--- config.mk ---
export PLATFORM = sky130hd
export DESIGN_NAME = mlfq_ctrl
export DESIGN_NICKNAME = d
export VERILOG_FILES = /design/src/hdl/mlfq_pkg.sv /design/src/hdl/mlfq_ctrl.sv
export SDC_FILE = /design/constraint.sdc
export NUM_CORES = 1
export LEC_CHECK = 0
export BUFFER_PORTS_ARGS = -buffer_cell sky130_fd_sc_hd__buf_2
export CORE_ASPECT_RATIO = 0.75
export CORE_UTILIZATION = 34
export DETAILED_ROUTE_END_ITERATION = 16
export GPL_TIMING_DRIVEN = 0
export SYNTH_ARGS = -nofsm -noshare
export SYNTH_HDL_FRONTEND = slang
export SYNTH_SLANG_ARGS = --single-unit
--- constraint.sdc ---
create_clock -name clk -period 2.45 [get_ports clk]
set_input_delay 0 -clock clk [delete_from_list [all_inputs] [get_ports clk]]
set_output_delay 0 -clock clk [all_outputs]
set_load 0.005 [all_outputs]
--- src/hdl/mlfq_pkg.sv ---
`timescale 1ns / 1ps

package mlfq_pkg;

	typedef struct packed {
		logic [2:0]  op;
		logic [5:0]  slot;
		logic [1:0]  next_state;
		logic [31:0] channel;
		logic [1:0]  new_priority;
	} in_item_t;

	typedef struct packed {
		logic [5:0] chosen_slot;
		logic       granted;
		logic [1:0] status;
	} out_item_t;

	localparam logic [2:0] OP_TICK     = 3'd0;
	localparam logic [2:0] OP_ADMIT    = 3'd1;
	localparam logic [2:0] OP_DISPATCH = 3'd2;
	localparam logic [2:0] OP_RELEASE  = 3'd3;
	localparam logic [2:0] OP_WAKE     = 3'd4;
	localparam logic [2:0] OP_SETPRIO  = 3'd5;

	localparam logic [1:0] NS_RUNNABLE = 2'd0;
	localparam logic [1:0] NS_SLEEP    = 2'd1;
	localparam logic [1:0] NS_EXIT     = 2'd2;
	localparam logic [1:0] NS_BAD      = 2'd3;

	localparam logic [1:0] SS_UNUSED = 2'd0;
	localparam logic [1:0] SS_READY  = 2'd1;
	localparam logic [1:0] SS_RUN    = 2'd2;
	localparam logic [1:0] SS_SLEEP  = 2'd3;

	localparam logic [1:0] RS_OK    = 2'd0;
	localparam logic [1:0] RS_EMPTY = 2'd1;
	localparam logic [1:0] RS_WRONG = 2'd2;

	localparam logic [4:0] U_NONE      = 5'd0;
	localparam logic [4:0] U_TICK      = 5'd1;
	localparam logic [4:0] U_RD        = 5'd2;
	localparam logic [4:0] U_RD_PREV   = 5'd3;
	localparam logic [4:0] U_ERR       = 5'd4;
	localparam logic [4:0] U_EMPTY     = 5'd5;
	localparam logic [4:0] U_ADMIT     = 5'd6;
	localparam logic [4:0] U_PUSH      = 5'd7;
	localparam logic [4:0] U_PROM0     = 5'd8;
	localparam logic [4:0] U_PROM_STEP = 5'd9;
	localparam logic [4:0] U_POP_SEL   = 5'd10;
	localparam logic [4:0] U_POP_FIN   = 5'd11;
	localparam logic [4:0] U_REL_EL    = 5'd12;
	localparam logic [4:0] U_REL_B     = 5'd13;
	localparam logic [4:0] U_WAKE_SET  = 5'd14;
	localparam logic [4:0] U_NEXT      = 5'd15;
	localparam logic [4:0] U_SP_SET    = 5'd16;
	localparam logic [4:0] U_UL_HEAD   = 5'd17;
	localparam logic [4:0] U_UL_FIX    = 5'd18;
	localparam logic [4:0] U_UL_ADV    = 5'd19;
	localparam logic [4:0] U_SP_LVL    = 5'd20;

	typedef struct packed {
		logic       load;
		logic [4:0] uop;
	} dp_cmd_t;

	typedef struct packed {
		logic [2:0] op;
		logic       bad;
		logic       due;
		logic       none;
		logic       match;
		logic       move;
		logic       hit_head;
		logic       hit_link;
		logic       prev_tail;
		logic       last;
		logic       ns_run;
	} dp_flags_t;

endpackage

--- src/hdl/mlfq_ctrl.sv ---
`timescale 1ns / 1ps

module mlfq_ctrl (
	input  logic                  clk,
	input  logic                  arst_n,
	input  logic                  in_valid,
	input  logic [2:0]            in_op,
	input  logic                  out_space,
	input  mlfq_pkg::dp_flags_t   flags,
	output logic                  in_ready,
	output logic                  out_load,
	output mlfq_pkg::dp_cmd_t     cmd
);

	localparam logic [4:0] S_IDLE    = 5'd0;
	localparam logic [4:0] S_TICK    = 5'd1;
	localparam logic [4:0] S_RD      = 5'd2;
	localparam logic [4:0] S_CHK     = 5'd3;
	localparam logic [4:0] S_REL_B   = 5'd4;
	localparam logic [4:0] S_PUSH    = 5'd5;
	localparam logic [4:0] S_DISP    = 5'd6;
	localparam logic [4:0] S_PR      = 5'd7;
	localparam logic [4:0] S_PW      = 5'd8;
	localparam logic [4:0] S_POP_SEL = 5'd9;
	localparam logic [4:0] S_POP_RD  = 5'd10;
	localparam logic [4:0] S_POP_FIN = 5'd11;
	localparam logic [4:0] S_WR      = 5'd12;
	localparam logic [4:0] S_WCHK    = 5'd13;
	localparam logic [4:0] S_WNXT    = 5'd14;
	localparam logic [4:0] S_UL_HEAD = 5'd15;
	localparam logic [4:0] S_UL_RD   = 5'd16;
	localparam logic [4:0] S_UL_CHK  = 5'd17;
	localparam logic [4:0] S_SP_LVL  = 5'd18;
	localparam logic [4:0] S_DONE    = 5'd19;

	logic [4:0] state_q;
	logic [4:0] state_d;

	always_ff @(posedge clk or negedge arst_n) begin
		if (!arst_n) begin
			state_q <= S_IDLE;
		end else begin
			state_q <= state_d;
		end
	end

	always_comb begin
		state_d  = state_q;
		cmd.load = 1'b0;
		cmd.uop  = mlfq_pkg::U_NONE;
		in_ready = 1'b0;
		out_load = 1'b0;
		unique case (state_q)
			S_IDLE: begin
				in_ready = 1'b1;
				if (in_valid) begin
					cmd.load = 1'b1;
					case (in_op) inside
						mlfq_pkg::OP_TICK: state_d = S_TICK;
						mlfq_pkg::OP_ADMIT, mlfq_pkg::OP_RELEASE,
						mlfq_pkg::OP_SETPRIO: state_d = S_RD;
						mlfq_pkg::OP_DISPATCH: state_d = S_DISP;
						mlfq_pkg::OP_WAKE: state_d = S_WR;
						default: state_d = S_DONE;
					endcase
				end
			end
			S_TICK: begin
				cmd.uop = mlfq_pkg::U_TICK;
				state_d = S_DONE;
			end
			S_RD: begin
				cmd.uop = mlfq_pkg::U_RD;
				state_d = S_CHK;
			end
			S_CHK: begin
				if (flags.bad) begin
					cmd.uop = mlfq_pkg::U_ERR;
					state_d = S_DONE;
				end else begin
					case (flags.op)
						mlfq_pkg::OP_ADMIT: begin
							cmd.uop = mlfq_pkg::U_ADMIT;
							state_d = S_PUSH;
						end
						mlfq_pkg::OP_RELEASE: begin
							cmd.uop = mlfq_pkg::U_REL_EL;
							state_d = S_REL_B;
						end
						default: begin
							cmd.uop = mlfq_pkg::U_SP_SET;
							state_d = flags.move ? S_UL_HEAD : S_DONE;
						end
					endcase
				end
			end
			S_REL_B: begin
				cmd.uop = mlfq_pkg::U_REL_B;
				state_d = flags.ns_run ? S_PUSH : S_DONE;
			end
			S_PUSH: begin
				cmd.uop = mlfq_pkg::U_PUSH;
				state_d = (flags.op == mlfq_pkg::OP_WAKE) ? S_WNXT : S_DONE;
			end
			S_DISP: begin
				if (flags.due) begin
					cmd.uop = mlfq_pkg::U_PROM0;
					state_d = S_PR;
				end else begin
					state_d = S_POP_SEL;
				end
			end
			S_PR: begin
				cmd.uop = mlfq_pkg::U_RD;
				state_d = S_PW;
			end
			S_PW: begin
				cmd.uop = mlfq_pkg::U_PROM_STEP;
				state_d = flags.last ? S_POP_SEL : S_PR;
			end
			S_POP_SEL: begin
				if (flags.none) begin
					cmd.uop = mlfq_pkg::U_EMPTY;
					state_d = S_DONE;
				end else begin
					cmd.uop = mlfq_pkg::U_POP_SEL;
					state_d = S_POP_RD;
				end
			end
			S_POP_RD: begin
				cmd.uop = mlfq_pkg::U_RD;
				state_d = S_POP_FIN;
			end
			S_POP_FIN: begin
				cmd.uop = mlfq_pkg::U_POP_FIN;
				state_d = S_DONE;
			end
			S_WR: begin
				cmd.uop = mlfq_pkg::U_RD;
				state_d = S_WCHK;
			end
			S_WCHK: begin
				if (flags.match) begin
					cmd.uop = mlfq_pkg::U_WAKE_SET;
					state_d = S_PUSH;
				end else if (flags.last) begin
					state_d = S_DONE;
				end else begin
					cmd.uop = mlfq_pkg::U_NEXT;
					state_d = S_WR;
				end
			end
			S_WNXT: begin
				if (flags.last) begin
					state_d = S_DONE;
				end else begin
					cmd.uop = mlfq_pkg::U_NEXT;
					state_d = S_WR;
				end
			end
			S_UL_HEAD: begin
				cmd.uop = mlfq_pkg::U_UL_HEAD;
				state_d = flags.hit_head ? S_SP_LVL : S_UL_RD;
			end
			S_UL_RD: begin
				cmd.uop = mlfq_pkg::U_RD_PREV;
				state_d = S_UL_CHK;
			end
			S_UL_CHK: begin
				if (flags.prev_tail) begin
					state_d = S_SP_LVL;
				end else if (flags.hit_link) begin
					cmd.uop = mlfq_pkg::U_UL_FIX;
					state_d = S_SP_LVL;
				end else begin
					cmd.uop = mlfq_pkg::U_UL_ADV;
					state_d = S_UL_RD;
				end
			end
			S_SP_LVL: begin
				cmd.uop = mlfq_pkg::U_SP_LVL;
				state_d = S_PUSH;
			end
			S_DONE: begin
				if (out_space) begin
					out_load = 1'b1;
					state_d  = S_IDLE;
				end
			end
			default: state_d = S_IDLE;
		endcase
	end

endmodule

==> out/qor.yml <==
status:
  outcome: "completed"
synthesis:
  synth_most_common_cell: "nor2_1"
  yosys.area_share.adder_pct: 0
  synth_top_area_cell: "dfrtp_1"
  synth_compound_area_share_pct: 34.05
  synth_top_family_by_area: "simple AND/OR/NAND/NOR gates"
  synthTopCellsByCount: "16 x nor2_1, 13 x a21oi_1, 9 x nor3_1"
  synth-edff-count: 0
  synthTopCellsByArea: "dfrtp_1 11%, a21oi_1 5.9%, nor2_1 5.4%"
  muxShareOfSynthArea_pct: 1.930
  yosysTopAreaCellShare_pct: 11.35
  synth_area_um2: 1102
  syn_area_per_cell_um2: 7.205
  yosysSeqAreaShare_pct: 11.35
  ys_ff_latch: 5
  yosysWarnings: 0
  synth-xor-area-share_pct: 1.589
  synthDistinctLibCells: 61
  synth_ff_type: "dfrtp_1"
  synth-simple-area-share_pct: 42.34
  synth_nets: 173
  synthesis.instances: 153
  async_flop_share_pct: 100.0
sta:
  hold_viol: 0
  fin_skew_ns: 0.003046
  fin_tns_setup_ns: 0
  finalCriticalPeriod_ns: 1.986
  worstMarginPinSlew_ns: 0.4533
  rsz0062_at_grt: "no"
  fmax_mhz: 503.5
  slew_headroom_pct: 69.52
  setup_ws_ns: 0.4637
  slew_violations: 0
  post-route-period-util_pct: 81.07
  setup_viol: 0
global_routing:
  antenna_found_initial: 0
  grt_pass1_wl_mm: 6.272
  grt-ovfl-total: 0
  grt_max_degree: 11
  grt_pass1_vias: 1314
  grt_use_total_pct: 24.15
cts:
  clockBufferDepth: 2
  cts_setup_buffers: 0
  clkSlewWorstSetupHoldPaths_ns: 0.04
  cts.sinks: 5
  h-tree-depth: 1
  insertion_delay_ns: 0.22
  postCtsResizedCells: 0
  cts_buffers: 3
  cts_tree: "built"
  cts_root_buf: "clkbuf_8"
die:
  die_h_um: 51.31
  rows: 17
  chipWidth_um: 67.75
  die_area_um2: 3476
  core_um2: 3020
  start_util_pct: 36.50
  io_pins: 28
worst_setup_path:
  start_kind: "flip-flop"
  worst-path-buf-inv: 1
  crit_type: "reg2out"
  reg2reg_slack_ns: 0.55
  worst_path_largest_cell_delay_ns: 0.54
  critPathSlowestCell: "or4b_1"
  end_kind: "primary output"
  required_ns: 2.45
  critPathMaxFanout: 7
  critical_path_arrival_ns: 1.99
  cp_top_family: "simple AND/OR/NAND/NOR gates"
  worstPathCellList: "nand2b_1, or4b_1, o21ai_1, a22oi_1, o221ai_2, buf_2"
final_layout:
  top_regs: "state_q (5)"
  regMostFlops: "state_q"
  layout-drive-gt1-share_pct: 28.11
  nNetsFinal: 206
  fill_cells: 319
  area_growth_pct: 21.57
  largest_register_ffs: 5
  multi_input_area_um2: 880.8
  register_area_um2: 125.1
  utilization_pct: 44.37
  diodes: 0
pwr:
  pwr_density_cell_nw_per_um2: 1272
  internal-power_uw: 769.4
  comb_power_share_pct: 80.7
  switching_power_uw: 935.3
  power_frac_seq_pct: 10.4
  swShare_pct: 54.86
  power.share.clock_pct: 8.9
  irDropWorstVdd_uv: 369.8
  leakagePower_nw: 0.5559
  power_mw: 1.705
placement:
  dp_hpwl_mm: 3.063
  gp_congestion: 1.016
  io_buffers: 27
  pre_cts_ws_ns: 0.6706
worst_hold_path:
  min_path_type: "in2async"
routing:
  wl_per_cell_um: 18.58
  drtIter0Drc: 203
  via_per_inst: 6.574
  drtAntennaViolNets: 0
  firstDrtPassIters: 5
  drc: 0
  vias: 1466
  wl_mm: 4.143
flow_run:
  maxCapViolations: 0
-- per-stage QoR --
stage	hold WS, ns	cells	instance area [µm²]
finish	0.1199	223	1340
global placement	-0.1905	218	1285
detailed placement	-0.1847	218	1285
global route	0.1386	223	1340
floorplan	-0.2956	153	1102
CTS	0.1193	223	1340
-- worst paths after layout --
kind / startpoint / endpoint / cells after the start
setup / recovery: state_q[3] / cmd[1] / 6
hold / removal: arst_n / state_q[0] / 2
setup reg to reg: state_q[0] / state_q[1] / 6
hold reg to reg: state_q[4] / state_q[1] / 3
max in group asynchronous: arst_n / state_q[3] / 2
min in group clk: out_space / state_q[1] / 3
-- power by group through the flow --
stage                     Clock [mW]  Sequential [mW]  Combinational (mW)
after floorplan                    0            0.162               0.958
after global placement             0            0.176                1.32
after detailed placement           0            0.176                1.31
after CTS                      0.152            0.175                1.32
after global routing           0.157            0.182                1.47
final                          0.153            0.177                1.38
-- layout by cell type, fill, tap and decap left out, types with 4 or more instances in the layout --
cell type / synthesis / final
buf_2: 5 / 32
nor2_1: 16 / 16
a21oi_1: 13 / 13
nor3_1: 9 / 9
nand2_1: 8 / 8
buf_4: 6 / 6
nand3_1: 6 / 6
o21ai_0: 5 / 5
dfrtp_1: 5 / 5
nand2b_1: 4 / 4
inv_1: 4 / 4
nor3b_1: 4 / 4
-- timing repair --
action,in CTS,in global routing
hold buffers,1,0
endpoints found under the hold margin,5,0
setup endpoints to repair,0,0
-- logic make-up (layout without fill, tap and decap cells) --
group                  count (synthesis)  in the layout
AO/OA/AOI/OAI                         50             50
flip-flops                             5              5
buffers and inverters                 16             48
multiplexers                           2              2
XOR/XNOR                               2              2
AND/OR/NAND/NOR                       78             78
-- layer usage --
| layer | global-route usage, % | routed length (µm) |
|---|---|---|
| met1 | 34.58 | 1689 |
| met3 | 5.580 | 646 |
| met5 | 0 | 0 |
| met4 | 9.220 | 142 |
| met2 | 34.16 | 1664 |
-- cell type report --
class / instances / area share (%)
Buffer: 12 / 6.069
Clock buffer: 4 / 3.361
Inverter: 4 / 1.120
Multi-Input combinational cell: 132 / 65.73
Sequential cell: 5 / 9.337
Tap cell: 38 / 3.548
Timing Repair Buffer: 28 / 10.83
No activity file was read; power rests on OpenSTA's default activity.
